===== src/rtl/dapm_pkg.sv =====
`timescale 1ns / 1ps
`default_nettype none
// ----------------------------------------------------------------------------
// dapm_pkg
// Shared types, codes and constants of the dispense and pickup monitor.
// ----------------------------------------------------------------------------
package dapm_pkg;

    // Pill counts per compartment.
    localparam int QTY_BITS = 4;

    localparam int ACT_W    = 2;
    localparam int ECHO_W   = 13;
    localparam int DIST_W   = 10;
    localparam int TIMER_W  = 14;
    localparam int SINCE_W  = 20;
    localparam int ABS_W    = 16;

    localparam int HOLD_W   = 14;
    localparam int GAP_W    = 14;
    localparam int COOL_W   = 16;
    localparam int CONF_W   = 16;
    localparam int TOUT_W   = 20;
    localparam int PRES_W   = 10;

    localparam int CFG_IDX_W  = 3;
    localparam int CFG_DATA_W = 20;

    // Register indexes of the configuration port.
    localparam logic [CFG_IDX_W-1:0] CFG_OPEN_HOLD = 3'd0;
    localparam logic [CFG_IDX_W-1:0] CFG_SHUT_GAP  = 3'd1;
    localparam logic [CFG_IDX_W-1:0] CFG_COOLDOWN  = 3'd2;
    localparam logic [CFG_IDX_W-1:0] CFG_CONFIRM   = 3'd3;
    localparam logic [CFG_IDX_W-1:0] CFG_TIMEOUT   = 3'd4;
    localparam logic [CFG_IDX_W-1:0] CFG_PRESENT   = 3'd5;

    // Register reset values.
    localparam logic [HOLD_W-1:0] RST_OPEN_HOLD = 14'd500;
    localparam logic [GAP_W-1:0]  RST_SHUT_GAP  = 14'd200;
    localparam logic [COOL_W-1:0] RST_COOLDOWN  = 16'd5000;
    localparam logic [CONF_W-1:0] RST_CONFIRM   = 16'd10000;
    localparam logic [TOUT_W-1:0] RST_TIMEOUT   = 20'd180000;
    localparam logic [PRES_W-1:0] RST_PRESENT   = 10'd5;

    // Distance = floor(echo * 17 / 1000), done as echo * DIST_MULT >> DIST_SHIFT.
    // The rounded-up reciprocal is exact for every 13-bit echo value.
    localparam int DIST_SHIFT = 24;
    localparam int DIST_MULT_W = 19;
    localparam logic [DIST_MULT_W-1:0] DIST_MULT = 19'd285213;
    localparam int PROD_W = ECHO_W + DIST_MULT_W;
    localparam int DIST_RAW_W = 8;
    localparam logic [DIST_W-1:0] NO_ECHO_CM = 10'd999;

    typedef enum logic [ACT_W-1:0] {
        ACT_TICK  = 2'd0,
        ACT_OPEN  = 2'd1,
        ACT_CLOSE = 2'd2,
        ACT_DENY  = 2'd3
    } t_action;

    typedef enum logic [1:0] {
        MODE_IDLE = 2'd0,
        MODE_DISP = 2'd1,
        MODE_WAIT = 2'd2,
        MODE_LOCK = 2'd3
    } t_mode;

    localparam logic [1:0] OUTC_NONE   = 2'd0;
    localparam logic [1:0] OUTC_TAKEN  = 2'd1;
    localparam logic [1:0] OUTC_MISSED = 2'd2;

    typedef struct packed {
        logic [ACT_W-1:0]    action;
        logic [QTY_BITS-1:0] qty_a;
        logic [QTY_BITS-1:0] qty_b;
        logic [ECHO_W-1:0]   echo_us;
    } t_item;

    typedef struct packed {
        logic              lid_a_open;
        logic              lid_b_open;
        logic [1:0]        mode;
        logic [1:0]        outcome;
        logic [DIST_W-1:0] distance_cm;
    } t_result;

    typedef struct packed {
        logic [HOLD_W-1:0] open_hold_ms;
        logic [GAP_W-1:0]  shut_gap_ms;
        logic [COOL_W-1:0] cooldown_ms;
        logic [CONF_W-1:0] confirm_ms;
        logic [TOUT_W-1:0] timeout_ms;
        logic [PRES_W-1:0] present_cm;
    } t_cfg;

endpackage
`default_nettype wire


===== src/rtl/dapm_in_if.sv =====
`timescale 1ns / 1ps
`default_nettype none
// ----------------------------------------------------------------------------
// dapm_in_if
// Input channel: ticks and commands with their payload.
// ----------------------------------------------------------------------------
interface dapm_in_if import dapm_pkg::*; ();
    logic                valid;
    logic                ready;
    logic [ACT_W-1:0]    action;
    logic [QTY_BITS-1:0] qty_a;
    logic [QTY_BITS-1:0] qty_b;
    logic [ECHO_W-1:0]   echo_us;

    modport source (output valid, output action, output qty_a, output qty_b,
                    output echo_us, input ready);
    modport sink   (input valid, input action, input qty_a, input qty_b,
                    input echo_us, output ready);
endinterface
`default_nettype wire


===== src/rtl/dapm_out_if.sv =====
`timescale 1ns / 1ps
`default_nettype none
// ----------------------------------------------------------------------------
// dapm_out_if
// Result channel: lid drives, mode, outcome and sampled distance.
// ----------------------------------------------------------------------------
interface dapm_out_if import dapm_pkg::*; ();
    logic              valid;
    logic              ready;
    logic              lid_a_open;
    logic              lid_b_open;
    logic [1:0]        mode;
    logic [1:0]        outcome;
    logic [DIST_W-1:0] distance_cm;

    modport source (output valid, output lid_a_open, output lid_b_open, output mode,
                    output outcome, output distance_cm, input ready);
    modport sink   (input valid, input lid_a_open, input lid_b_open, input mode,
                    input outcome, input distance_cm, output ready);
endinterface
`default_nettype wire


===== src/rtl/dispense_and_pickup_monitor.sv =====
`timescale 1ns / 1ps
`default_nettype none
// ----------------------------------------------------------------------------
// dispense_and_pickup_monitor
// Two-lid pill dispenser sequencer with ultrasonic pickup confirmation.
// ----------------------------------------------------------------------------
//
//  Channel   Direction  Handshake      Payload
//  i_in      in         valid/ready    action, qty_a, qty_b, echo_us
//  o_out     out        valid/ready    lid_a_open, lid_b_open, mode, outcome,
//                                      distance_cm
//  i_cfg_*   in         write enable   register index, write data
//
// Each accepted item yields exactly one result. An item is captured in the
// input register, processed once the result register is free, and its
// result is shown from the result register. One item per cycle is sustained
// while the result is not stalled; the figure is set by the single step of
// state-update logic between the two registers. Reset is synchronous, active
// low, and returns all but the payload registers to defaults.
// A stalled result holds the result register; the input register still
// accepts a new item whenever the result register will be free.
// ----------------------------------------------------------------------------
module dispense_and_pickup_monitor import dapm_pkg::*; (
    input  wire logic                  i_clk,
    input  wire logic                  i_rst_n,
    dapm_in_if.sink                    i_in,
    dapm_out_if.source                 o_out,
    input  wire logic                  i_cfg_we,
    input  wire logic [CFG_IDX_W-1:0]  i_cfg_idx,
    input  wire logic [CFG_DATA_W-1:0] i_cfg_data
);

    t_cfg        cfg;
    t_item       r_in;
    logic        r_in_valid;
    t_result     r_out;
    logic        r_out_valid;
    t_result     step_res;
    logic [DIST_W-1:0] dist_cm;
    logic        step;
    logic        out_free;

    // The result register is free when empty or when its transfer completes.
    assign out_free = !r_out_valid || o_out.ready;
    // The held item is processed when its result has a place to go.
    assign step     = r_in_valid && out_free;
    assign i_in.ready = !r_in_valid || step;

    dapm_cfg u_cfg (
        .i_clk      (i_clk),
        .i_rst_n    (i_rst_n),
        .i_cfg_we   (i_cfg_we),
        .i_cfg_idx  (i_cfg_idx),
        .i_cfg_data (i_cfg_data),
        .o_cfg      (cfg)
    );

    dapm_dist u_dist (
        .i_echo_us (r_in.echo_us),
        .o_dist_cm (dist_cm)
    );

    dapm_core u_core (
        .i_clk     (i_clk),
        .i_rst_n   (i_rst_n),
        .i_step    (step),
        .i_item    (r_in),
        .i_cfg     (cfg),
        .i_dist_cm (dist_cm),
        .o_res     (step_res)
    );

    // Input register.
    always_ff @(posedge i_clk) begin
        if (!i_rst_n) begin
            r_in_valid <= 1'b0;
        end else if (i_in.ready) begin
            r_in_valid <= i_in.valid;
        end
    end

    always_ff @(posedge i_clk) begin
        if (i_in.ready && i_in.valid) begin
            r_in.action  <= i_in.action;
            r_in.qty_a   <= i_in.qty_a;
            r_in.qty_b   <= i_in.qty_b;
            r_in.echo_us <= i_in.echo_us;
        end
    end

    // Result register.
    always_ff @(posedge i_clk) begin
        if (!i_rst_n) begin
            r_out_valid <= 1'b0;
        end else if (out_free) begin
            r_out_valid <= r_in_valid;
        end
    end

    always_ff @(posedge i_clk) begin
        if (step) begin
            r_out <= step_res;
        end
    end

    assign o_out.valid       = r_out_valid;
    assign o_out.lid_a_open  = r_out.lid_a_open;
    assign o_out.lid_b_open  = r_out.lid_b_open;
    assign o_out.mode        = r_out.mode;
    assign o_out.outcome     = r_out.outcome;
    assign o_out.distance_cm = r_out.distance_cm;

endmodule
`default_nettype wire


===== src/rtl/dapm_cfg.sv =====
`timescale 1ns / 1ps
`default_nettype none
// ----------------------------------------------------------------------------
// dapm_cfg
// Configuration register file, written through a plain write port.
// ----------------------------------------------------------------------------
module dapm_cfg import dapm_pkg::*; (
    input  wire logic                  i_clk,
    input  wire logic                  i_rst_n,
    input  wire logic                  i_cfg_we,
    input  wire logic [CFG_IDX_W-1:0]  i_cfg_idx,
    input  wire logic [CFG_DATA_W-1:0] i_cfg_data,
    output t_cfg                       o_cfg
);

    t_cfg r_cfg;

    always_ff @(posedge i_clk) begin
        if (!i_rst_n) begin
            r_cfg.open_hold_ms <= RST_OPEN_HOLD;
            r_cfg.shut_gap_ms  <= RST_SHUT_GAP;
            r_cfg.cooldown_ms  <= RST_COOLDOWN;
            r_cfg.confirm_ms   <= RST_CONFIRM;
            r_cfg.timeout_ms   <= RST_TIMEOUT;
            r_cfg.present_cm   <= RST_PRESENT;
        end else if (i_cfg_we) begin
            unique case (i_cfg_idx)
                CFG_OPEN_HOLD: r_cfg.open_hold_ms <= i_cfg_data[HOLD_W-1:0];
                CFG_SHUT_GAP:  r_cfg.shut_gap_ms  <= i_cfg_data[GAP_W-1:0];
                CFG_COOLDOWN:  r_cfg.cooldown_ms  <= i_cfg_data[COOL_W-1:0];
                CFG_CONFIRM:   r_cfg.confirm_ms   <= i_cfg_data[CONF_W-1:0];
                CFG_TIMEOUT:   r_cfg.timeout_ms   <= i_cfg_data[TOUT_W-1:0];
                CFG_PRESENT:   r_cfg.present_cm   <= i_cfg_data[PRES_W-1:0];
                default: begin
                end
            endcase
        end
    end

    assign o_cfg = r_cfg;

endmodule
`default_nettype wire


===== src/rtl/dapm_dist.sv =====
`timescale 1ns / 1ps
`default_nettype none
// ----------------------------------------------------------------------------
// dapm_dist
// Converts an echo length in microseconds to a distance in centimeters.
// ----------------------------------------------------------------------------
module dapm_dist import dapm_pkg::*; (
    input  wire logic [ECHO_W-1:0] i_echo_us,
    output logic      [DIST_W-1:0] o_dist_cm
);

    logic [PROD_W-1:0] prod;

    // A single constant multiply by the scaled reciprocal replaces the divide.
    assign prod = PROD_W'(i_echo_us) * PROD_W'(DIST_MULT);

    assign o_dist_cm = (i_echo_us == '0) ? NO_ECHO_CM
                     : DIST_W'(prod[DIST_SHIFT +: DIST_RAW_W]);

endmodule
`default_nettype wire


===== src/rtl/dapm_core.sv =====
`timescale 1ns / 1ps
`default_nettype none
// ----------------------------------------------------------------------------
// dapm_core
// Mode sequencer, lid pulse counters and pickup watch for one item per step.
// ----------------------------------------------------------------------------
module dapm_core import dapm_pkg::*; (
    input  wire logic              i_clk,
    input  wire logic              i_rst_n,
    input  wire logic              i_step,
    input  wire t_item             i_item,
    input  wire t_cfg              i_cfg,
    input  wire logic [DIST_W-1:0] i_dist_cm,
    output t_result                o_res
);

    t_mode               r_mode,        n_mode;
    logic [QTY_BITS-1:0] r_left_a,      n_left_a;
    logic [QTY_BITS-1:0] r_left_b,      n_left_b;
    logic                r_lid_phase,   n_lid_phase;
    logic [TIMER_W-1:0]  r_phase_timer, n_phase_timer;
    logic [SINCE_W-1:0]  r_since_open,  n_since_open;
    logic                r_absent_flag, n_absent_flag;
    logic [ABS_W-1:0]    r_absent_time, n_absent_time;

    logic                is_tick;
    logic [TIMER_W-1:0]  timer_inc;
    logic [SINCE_W-1:0]  since_inc;
    logic [QTY_BITS-1:0] dec_a;
    logic [QTY_BITS-1:0] dec_b;
    logic                sample;
    logic                absent_now;
    logic                flag_s;
    logic [ABS_W-1:0]    time_s;
    logic                taken;
    logic                missed;
    logic [1:0]          outcome;
    logic                lids_active;

    assign is_tick   = (t_action'(i_item.action) == ACT_TICK);
    assign timer_inc = (&r_phase_timer) ? r_phase_timer : r_phase_timer + 1'b1;
    assign since_inc = (&r_since_open) ? r_since_open : r_since_open + 1'b1;

    // Lid A empties before lid B starts.
    assign dec_a = (r_left_a != '0) ? r_left_a - 1'b1 : r_left_a;
    assign dec_b = (r_left_a == '0 && r_left_b != '0) ? r_left_b - 1'b1 : r_left_b;

    // Sensor watch, valid on a waiting tick once the cooldown has passed.
    assign sample     = is_tick && (r_mode == MODE_WAIT)
                        && (since_inc >= SINCE_W'(i_cfg.cooldown_ms));
    assign absent_now = (i_dist_cm <= i_cfg.present_cm);
    assign flag_s     = absent_now;
    assign time_s     = !absent_now ? r_absent_time
                      : !r_absent_flag ? '0
                      : (&r_absent_time) ? r_absent_time : r_absent_time + 1'b1;
    assign taken      = flag_s && (time_s >= i_cfg.confirm_ms);
    assign missed     = since_inc >= i_cfg.timeout_ms;
    assign outcome    = !sample ? OUTC_NONE
                      : taken   ? OUTC_TAKEN
                      : missed  ? OUTC_MISSED : OUTC_NONE;

    // Next state.
    always_comb begin
        n_mode        = r_mode;
        n_left_a      = r_left_a;
        n_left_b      = r_left_b;
        n_lid_phase   = r_lid_phase;
        n_phase_timer = r_phase_timer;
        n_since_open  = r_since_open;
        n_absent_flag = r_absent_flag;
        n_absent_time = r_absent_time;
        if (is_tick) begin
            unique case (r_mode)
                MODE_DISP: begin
                    n_phase_timer = timer_inc;
                    if (r_lid_phase) begin
                        if (timer_inc >= i_cfg.open_hold_ms) begin
                            n_lid_phase   = 1'b0;
                            n_phase_timer = '0;
                        end
                    end else if (timer_inc >= i_cfg.shut_gap_ms) begin
                        n_phase_timer = '0;
                        n_left_a      = dec_a;
                        n_left_b      = dec_b;
                        if (dec_a == '0 && dec_b == '0) begin
                            n_mode       = MODE_WAIT;
                            n_since_open = '0;
                        end else begin
                            n_lid_phase = 1'b1;
                        end
                    end
                end
                MODE_WAIT: begin
                    n_since_open = since_inc;
                    if (sample) begin
                        n_absent_flag = flag_s;
                        n_absent_time = time_s;
                        if (outcome != OUTC_NONE) begin
                            n_mode        = MODE_IDLE;
                            n_absent_flag = 1'b0;
                            n_left_a      = '0;
                            n_left_b      = '0;
                            n_lid_phase   = 1'b0;
                            n_phase_timer = '0;
                        end
                    end
                end
                default: begin
                end
            endcase
        end else if (r_mode != MODE_DISP) begin
            if (t_action'(i_item.action) == ACT_OPEN) begin
                if (i_item.qty_a != '0 || i_item.qty_b != '0) begin
                    n_mode        = MODE_DISP;
                    n_left_a      = i_item.qty_a;
                    n_left_b      = i_item.qty_b;
                    n_lid_phase   = 1'b1;
                    n_phase_timer = '0;
                    n_since_open  = '0;
                    n_absent_flag = 1'b0;
                    n_absent_time = '0;
                end
            end else begin
                n_left_a      = '0;
                n_left_b      = '0;
                n_lid_phase   = 1'b0;
                n_phase_timer = '0;
                n_mode = (t_action'(i_item.action) == ACT_CLOSE) ? MODE_IDLE : MODE_LOCK;
            end
        end
    end

    // Result of this step, taken from the state after the step.
    always_comb begin
        lids_active       = (n_mode == MODE_DISP) && n_lid_phase;
        o_res.lid_a_open  = lids_active && (n_left_a != '0);
        o_res.lid_b_open  = lids_active && (n_left_a == '0) && (n_left_b != '0);
        o_res.mode        = n_mode;
        o_res.outcome     = outcome;
        o_res.distance_cm = sample ? i_dist_cm : '0;
    end

    always_ff @(posedge i_clk) begin
        if (!i_rst_n) begin
            r_mode        <= MODE_IDLE;
            r_left_a      <= '0;
            r_left_b      <= '0;
            r_lid_phase   <= 1'b0;
            r_phase_timer <= '0;
            r_since_open  <= '0;
            r_absent_flag <= 1'b0;
            r_absent_time <= '0;
        end else if (i_step) begin
            r_mode        <= n_mode;
            r_left_a      <= n_left_a;
            r_left_b      <= n_left_b;
            r_lid_phase   <= n_lid_phase;
            r_phase_timer <= n_phase_timer;
            r_since_open  <= n_since_open;
            r_absent_flag <= n_absent_flag;
            r_absent_time <= n_absent_time;
        end
    end

endmodule
`default_nettype wire


===== src/flat_wrapper.sv =====
// flat-port wrapper written by rule: the top's interface ports become plain ports
module dispense_and_pickup_monitor_flat import dapm_pkg::*;
  (i_clk, i_rst_n, i_cfg_we, i_cfg_idx, i_cfg_data, i_in_valid, i_in_action, i_in_qty_a, i_in_qty_b, i_in_echo_us, i_in_ready, o_out_valid, o_out_lid_a_open, o_out_lid_b_open, o_out_mode, o_out_outcome, o_out_distance_cm, o_out_ready);
  dapm_in_if i_in_i ();
  dapm_out_if o_out_i ();
  input  wire logic i_clk;
  input  wire logic i_rst_n;
  input  wire logic i_cfg_we;
  input  wire logic [CFG_IDX_W-1:0] i_cfg_idx;
  input  wire logic [CFG_DATA_W-1:0] i_cfg_data;
  input wire logic [$bits(i_in_i.valid)-1:0] i_in_valid;
  input wire logic [$bits(i_in_i.action)-1:0] i_in_action;
  input wire logic [$bits(i_in_i.qty_a)-1:0] i_in_qty_a;
  input wire logic [$bits(i_in_i.qty_b)-1:0] i_in_qty_b;
  input wire logic [$bits(i_in_i.echo_us)-1:0] i_in_echo_us;
  output wire logic [$bits(i_in_i.ready)-1:0] i_in_ready;
  output wire logic [$bits(o_out_i.valid)-1:0] o_out_valid;
  output wire logic [$bits(o_out_i.lid_a_open)-1:0] o_out_lid_a_open;
  output wire logic [$bits(o_out_i.lid_b_open)-1:0] o_out_lid_b_open;
  output wire logic [$bits(o_out_i.mode)-1:0] o_out_mode;
  output wire logic [$bits(o_out_i.outcome)-1:0] o_out_outcome;
  output wire logic [$bits(o_out_i.distance_cm)-1:0] o_out_distance_cm;
  input wire logic [$bits(o_out_i.ready)-1:0] o_out_ready;
  assign i_in_i.valid = i_in_valid;
  assign i_in_i.action = i_in_action;
  assign i_in_i.qty_a = i_in_qty_a;
  assign i_in_i.qty_b = i_in_qty_b;
  assign i_in_i.echo_us = i_in_echo_us;
  assign i_in_ready = i_in_i.ready;
  assign o_out_valid = o_out_i.valid;
  assign o_out_lid_a_open = o_out_i.lid_a_open;
  assign o_out_lid_b_open = o_out_i.lid_b_open;
  assign o_out_mode = o_out_i.mode;
  assign o_out_outcome = o_out_i.outcome;
  assign o_out_distance_cm = o_out_i.distance_cm;
  assign o_out_i.ready = o_out_ready;
  dispense_and_pickup_monitor u_core (.i_clk(i_clk), .i_rst_n(i_rst_n), .i_in(i_in_i), .o_out(o_out_i), .i_cfg_we(i_cfg_we), .i_cfg_idx(i_cfg_idx), .i_cfg_data(i_cfg_data));
endmodule

===== config.mk =====
export PLATFORM = sky130hd
export DESIGN_NAME = dispense_and_pickup_monitor_flat
export DESIGN_NICKNAME = d
export VERILOG_FILES = /design/src/rtl/dapm_pkg.sv /design/src/rtl/dapm_in_if.sv /design/src/rtl/dapm_out_if.sv /design/src/rtl/dispense_and_pickup_monitor.sv /design/src/rtl/dapm_cfg.sv /design/src/rtl/dapm_dist.sv /design/src/rtl/dapm_core.sv /design/src/flat_wrapper.sv
export SDC_FILE = /design/constraint.sdc
export NUM_CORES = 1
export LEC_CHECK = 0
export BUFFER_PORTS_ARGS = -buffer_cell sky130_fd_sc_hd__buf_2
export CAP_MARGIN = 0
export CORE_ASPECT_RATIO = 0.8
export CORE_MARGIN = 3
export CORE_UTILIZATION = 50
export CTS_BUF_LIST = sky130_fd_sc_hd__clkbuf_8 sky130_fd_sc_hd__clkbuf_16
export CTS_CLUSTER_DIAMETER = 50
export DETAILED_ROUTE_END_ITERATION = 16
export HOLD_SLACK_MARGIN = 0.15
export PLACE_DENSITY_LB_ADDON = 0.15
export SYNTH_ARGS = -nofsm -noshare
export SYNTH_HDL_FRONTEND = slang
export SYNTH_HIERARCHICAL = 1
export SYNTH_SLANG_ARGS = --single-unit

===== constraint.sdc =====
create_clock -name i_clk -period 7.75 [get_ports i_clk]
set_input_delay 1.55 -clock i_clk [delete_from_list [all_inputs] [get_ports i_clk]]
set_output_delay 1.55 -clock i_clk [all_outputs]
set_load 0.01 [all_outputs]

==> results_dict.tcl, run 1 <==
set metrics [dict create \
    status "finished, violations left" \
    violations "negative setup slack" \
    crit_type "reg -> reg" \
    maxCapViolCount 0 \
    ys_seq_area_share_pct 27.7 \
    numCtsBuffers 17 \
    clock_latency_ns 0.46 \
    seq_power_share_pct 26.5 \
    die_w_um 202 \
    path_clk_slew_ns 0.08 \
    fin_util_pct 61.0 \
    yosysTopAreaCell "dfxtp_1" \
    synthSimpleGateAreaFrac_pct 17.9 \
    worst_path_most_repeated_cell "ha_4" \
    drc 0 \
    fin_crit_ns 8.48 \
    synth_compound_area_share_pct 12.0 \
    synthTopCellsByArea "dfxtp_1, ha_1, fa_1" \
    p_switching_mw 1.50 \
    synth_xor_area_share_pct 2.51 \
    synth_edf_count 39 \
    met2RoutedLength_um 16800 \
    highest_layer "met4" \
    rsz0062_at_grt "yes" \
    io_buffers 68 \
    finalCritPeriodShare_pct 109 \
    met1_length_um 21500 \
    grt_pass1_vias 12000 \
    synthMuxAreaShare_pct 6.82 \
    wl_met3_um 2730 \
    grt_max_degree 69 \
    start_util_pct 51.5 \
    synth_top_family_by_area "adder cells" \
    slew_headroom_pct 26.0 \
    ys_warn_count 6 \
    slew_viol_final 0 \
    die-area_mm2 0.0328 \
    hold_viol_final 0 \
    critPathMaxStageDelay_ns 0.57 \
    swShare_pct 37.3 \
    ys_types 94 \
    clkSinkCount 193 \
    cp.arrival_ns 8.75 \
    ys.flop_type "dfxtp_1" \
    powerDensity_mw_per_mm2 221 \
    postLayoutCellArea_mm2 0.0182 \
    critPathLaunchType "flip-flop" \
    core_area_mm2 0.0298 \
    vias_per_cell 5.54 \
    synthArstFlopShare_pct 0 \
    synth_seq_cells 193 \
    intPower_mw 2.52 \
    diodes 0 \
    critPathMaxFanout 10 \
    row_count 56 \
    firstDrtPassIters 5 \
    antenna_found_initial 0 \
    fin_nets 2202 \
    place_area_mm2 0.0170 \
    wire_per_inst_um 18.0 \
    min_delay_path_depth 2 \
    overflow 0 \
    htreeDepth 4 \
    cp.required_ns 8.02 \
    place_hpwl_um 31900 \
    synth_most_common_cell "inv_1" \
    drtIter0Drc 922 \
    r2r_cells 37 \
    drive_gt1_share_pct 18.6 \
    vias 12700 \
    finalWorstSetupSlack_ns -0.731 \
    tightest_slew_ns 1.09 \
    ios 69 \
    finalPower_mw 4.02 \
    setup_tns_ns -18.47 \
    clkPwrFrac_pct 23.2 \
    synthAdderAreaFrac_pct 25.0 \
    power_frac_comb_pct 50.3 \
    area_delta_synth_final_pct 18.4 \
    grt_pass1_wl_um 65200 \
    synth_top_area_share_pct 20.1 \
    synth_nets 2050 \
    cp-end-kind "flip-flop" \
    drt_wl_total_um 41500 \
    hold_ws_ns 0.463 \
    grt_usage_pct 25.2 \
    postRouteAntennaNets 0 \
    root_buffer "clkbuf_16" \
    p_leak_nw 8.52 \
    finalSetupViolCount 32 \
    gp_congestion 0.930 \
    synthTopCellsByCount "inv_1, ha_1, nand2_1" \
    cts.path.max_buffers 2 \
    fin_skew_ns 0.0107 \
    ir_drop_uv 189 \
    worstHoldPathType "reg -> reg" \
    cts_tree "yes" \
    synthCells 1728 \
    die_h_um 163 \
    avgSynthCellArea_um2 8.88 \
    syn-cell-area_mm2 0.0153 \
    max_freq_mhz 118 \
    cp_slowest_cell "edfxtp_1" \
]
## worst max-delay path: cells and delay by family (launching register included)
| family | cells | cell delay (ns) |
|---|---|---|
| buf+inv | 4 | 0.35 |
| flops | 1 | 0.57 |
| compound gates | 15 | 2.57 |
| xor+xnor | 1 | 0.16 |
| fa+ha+maj | 8 | 2.63 |
| simple gates | 9 | 2.00 |
## flip-flops by register name, summed over array words and instances (netlist names), 4 cells and up
signal	flops
u_core/u_core/r_since_open	20
u_core/u_cfg/o_cfg	90
u_core/u_core/r_phase_timer	14
u_core/u_core/r_left_a	4
u_core/o_out.distance_cm	10
u_core/u_core/r_left_b	4
u_core/r_in	23
u_core/u_core/r_absent_time	16
## metal layers
metal / vias up / GRT usage, %
met5: - / 0
met2: 329 / 35.8
li1: 6248 / -
met1: 6131 / 39.2
met3: 34 / 5.27
met4: 0 / 5.20
## power by group through the flow
stage | Combinational (mW) | Sequential [mW] | Clock, mW
2_1_floorplan | 1.16 | 1.09 | 0
3_3_place_gp | 1.78 | 1.09 | 0
3_5_place_dp | 1.81 | 1.09 | 0
4_1_cts | 1.90 | 1.07 | 0.948
5_1_grt | 2.25 | 1.07 | 0.987
6_report | 2.02 | 1.07 | 0.932
## layout by cell type (no fill, tap or decap), drive strengths merged, types with 8 or more instances in the layout
| cell | Yosys | layout |
|---|---|---|
| and2 | 25 | 25 |
| a21oi | 74 | 74 |
| inv | 242 | 245 |
| nand4 | 27 | 27 |
| buf | 20 | 202 |
| edfxtp | 39 | 39 |
| a22oi | 20 | 20 |
| a21o | 21 | 21 |
| dfxtp | 154 | 154 |
| nand3 | 45 | 45 |
| nor3 | 23 | 23 |
| clkbuf | 50 | 17 |
| xor2 | 11 | 11 |
| a41oi | 8 | 8 |
| o21a | 11 | 11 |
| o21ai | 55 | 55 |
| nand2 | 159 | 159 |
| and3 | 11 | 11 |
| nor2 | 104 | 104 |
| and4 | 10 | 10 |
| or3 | 10 | 10 |
| ha | 212 | 212 |
| mux2i | 100 | 100 |
| fa | 59 | 59 |
| nor4 | 10 | 10 |
| xnor2 | 33 | 33 |
| a31oi | 9 | 9 |
| nor2b | 57 | 57 |
## worst paths after layout
kind / to / from / slack [ns]
max: u_core/o_out.lid_b_open / u_core/r_in[10] / -0.73
max reg2reg: u_core/o_out.lid_b_open / u_core/r_in[10] / -0.73
min: u_core/u_cfg/o_cfg[57] / u_core/u_cfg/o_cfg[57] / 0.46
min reg2reg: u_core/u_cfg/o_cfg[57] / u_core/u_cfg/o_cfg[57] / 0.46
## logic make-up (layout without fill, tap and decap cells)
| logic type | count (synthesis) | after routing |
|---|---|---|
| and+or+nand+nor | 531 | 531 |
| AOI/OAI and AO/OA | 273 | 274 |
| adders and majority gates | 271 | 271 |
| DFF | 193 | 193 |
| xor gates and xnor gates | 44 | 44 |
| buffers and inverters | 312 | 476 |
| muxes | 104 | 104 |
## through the flow
| step | instances | setup WS (ns) |
|---|---|---|
| floorplan | 1728 | -0.135 |
| global placement | 2251 | -0.706 |
| detailed placement | 2251 | -0.907 |
| CTS | 2294 | -0.699 |
| global route | 2299 | -1.15 |
| finish | 2299 | -0.731 |
## area by class of cell
| class | instances | area (um2) |
|---|---|---|
| Fill cell | 2599 | 11600 |
| Multi-Input combinational cell | 1224 | 10500 |
| Sequential cell | 193 | 4250 |
| Timing Repair Buffer | 202 | 1390 |
| Inverter | 242 | 911 |
| Tap cell | 406 | 508 |
| Clock buffer | 17 | 425 |
| Clock inverter | 15 | 183 |
## timing repair
action,4_1_cts,5_1_grt
hold buffers,0,0
setup buffers,10,5
pin swaps,34,33
cloned,1,0
endpoints found under the setup margin,32,32
gates resized for setup,39,38
No activity file was read; power rests on OpenSTA's default activity.
==> inputs of run 2 (changes only) <==
GPL_TIMING_DRIVEN = 0   (was default)
==> run 2 against run 1 <==
Effect of this change:
- the run still ends with negative setup slack left
- clock power shrank 6.5%
- non-clock buffer count grew 17
- sequential power is essentially flat
- clock skew is essentially flat
- total power shrank 2.1%
==> results_dict.tcl, run 2 (same netlist as run 1, synthesis figures left out) <==
set metrics [dict create \
    r2r_end "u_core/o_out.lid_b_open" \
    multi_input_area_mm2 0.0109 \
    wire_per_inst_um 19.6 \
    dpl_worst_slack_ns -1.68 \
    layout_commonest_cell "inv_1" \
    maxCapViolCount 0 \
    r2r_cells 36 \
    status "finished, violations left" \
    worst_path_most_repeated_cell "ha_1" \
    cp_slowest_cell "fa_1" \
    numCtsBuffers 17 \
    finalWorstSetupSlack_ns -0.928 \
    max_freq_mhz 115 \
    drt_wl_total_um 45400 \
    htreeDepth 4 \
    clock_latency_ns 0.46 \
    seq_area_mm2 0.00425 \
    antenna_found_initial 1 \
    finalCritPeriodShare_pct 112 \
    hold_viol_final 0 \
    critPathMaxFanout 7 \
    drive_gt1_share_pct 20.3 \
    clkPwrFrac_pct 22.1 \
    core_area_mm2 0.0298 \
    clkSinkCount 193 \
    grt_pass1_vias 12300 \
    root_buffer "clkbuf_16" \
    overflow 0 \
    grt_pass1_wl_um 69400 \
    grt_usage_pct 27.0 \
    intPower_mw 2.40 \
    r2r_start "u_core/r_in[4]" \
    slew_viol_final 0 \
    fin_util_pct 62.3 \
    cp.arrival_ns 8.95 \
    largest_reg_flops 90 \
    vias 13200 \
    cp.required_ns 8.03 \
    place_hpwl_um 34000 \
    fill_cells 2509 \
    seq_power_share_pct 27.1 \
    tightest_slew_ns 1.16 \
    ir_drop_uv 168 \
    p_leak_nw 8.42 \
    drc 0 \
    io_buffers 68 \
    cp-end-kind "flip-flop" \
    r2r_slack_ns -0.93 \
    die_h_um 163 \
    violations "negative setup slack" \
    critPathMaxStageDelay_ns 0.56 \
    row_count 56 \
    finalSetupViolCount 32 \
    fin_nets 2218 \
    grt_max_degree 17 \
    start_util_pct 51.5 \
    fin_crit_ns 8.68 \
    die_w_um 202 \
    firstDrtPassIters 6 \
    cts.path.max_buffers 2 \
    cts_tree "yes" \
    power_frac_comb_pct 50.8 \
    gp_congestion 0.904 \
    ios 69 \
    hold_path_startpoint "u_core/u_cfg/o_cfg[28]" \
    path_clk_slew_ns 0.07 \
    swShare_pct 39.1 \
    diodes 0 \
    powerDensity_mw_per_mm2 212 \
    critPathLaunchType "flip-flop" \
    drtIter0Drc 1087 \
    setup_tns_ns -22.41 \
    postRouteAntennaNets 0 \
    die-area_mm2 0.0328 \
    min_delay_path_depth 2 \
    worstHoldPathType "reg -> reg" \
    slew_headroom_pct 22.3 \
    area_delta_synth_final_pct 20.9 \
    fin_skew_ns 0.0106 \
    hold_end "u_core/u_cfg/o_cfg[28]" \
    layout_common_cells "inv_1, ha_1, dfxtp_1" \
    p_switching_mw 1.54 \
    rsz0062_at_grt "yes" \
    finalPower_mw 3.93 \
    vias_per_cell 5.72 \
    crit_type "reg -> reg" \
]
-- run 2: metrics by stage --
| step | instance area [um2] | cells | hold slack, ns |
|---|---|---|---|
| floorplan | 15600 | 1728 | 0.435 |
| global placement | 16500 | 2202 | 0.445 |
| detailed placement | 16500 | 2204 | 0.448 |
| CTS | 17800 | 2288 | 0.462 |
| global route | 18600 | 2315 | 0.483 |
| finish | 18600 | 2315 | 0.464 |
-- run 2: critical path, delay by kind of cell, from the launching register on --
family                     cells  cell delay [ns]
DFF                            1             0.44
AOI/OAI and AO/OA             13             2.65
and+or+nand+nor                8             1.51
adders and majority gates      8             2.98
buffers and inverters          7             0.87
-- run 2: worst max path at each step --
stage	from	to	slack (ns)	depth (start not counted)
floorplan	u_core/r_in[2]	u_core/o_out.lid_b_open	-0.14	36
global placement	u_core/r_in[5]	u_core/o_out.lid_b_open	-1.58	35
detailed placement	u_core/r_in[5]	u_core/o_out.lid_b_open	-1.68	35
CTS	u_core/r_in[11]	u_core/o_out.lid_b_open	-0.91	35
global route	u_core/r_in[2]	u_core/o_out.lid_b_open	-1.25	38
finish	u_core/r_in[4]	u_core/o_out.lid_b_open	-0.93	36
-- run 2: power groups by stage --
stage | Combinational (mW) | Sequential, mW | Clock, mW
2_1_floorplan | 1.16 | 1.09 | 0
3_3_place_gp | 1.54 | 1.10 | 0
3_5_place_dp | 1.57 | 1.10 | 0
4_1_cts | 1.75 | 1.06 | 0.881
5_1_grt | 2.18 | 1.07 | 0.924
6_report | 2.00 | 1.07 | 0.871
-- run 2: final cells by class --
type,count,share of cell area (%)
Multi-Input combinational cell,1223,58.5
Tap cell,406,2.74
Clock buffer,18,2.43
Inverter,242,4.89
Clock inverter,14,0.600
Timing Repair Buffer,150,5.82
Buffer,69,2.06
Sequential cell,193,22.9
-- run 2: layer usage --
metal | vias to the layer above | global-route usage, % | part of all wire (%) | routed length (um)
met4 | 0 | 3.42 | 0.47 | 214
met2 | 504 | 38.1 | 42 | 18900
met5 | - | 0 | 0 | 0
met3 | 14 | 6.71 | 8.3 | 3770
li1 | 6292 | - | - | -
met1 | 6421 | 42.5 | 50 | 22600
-- run 2: what timing repair did --
item	CTS	global route
pin swaps	50	80
cloned	0	2
hold buffers	0	0
resized for setup	76	104
setup buffers	52	28
setup endpoints to repair	32	32
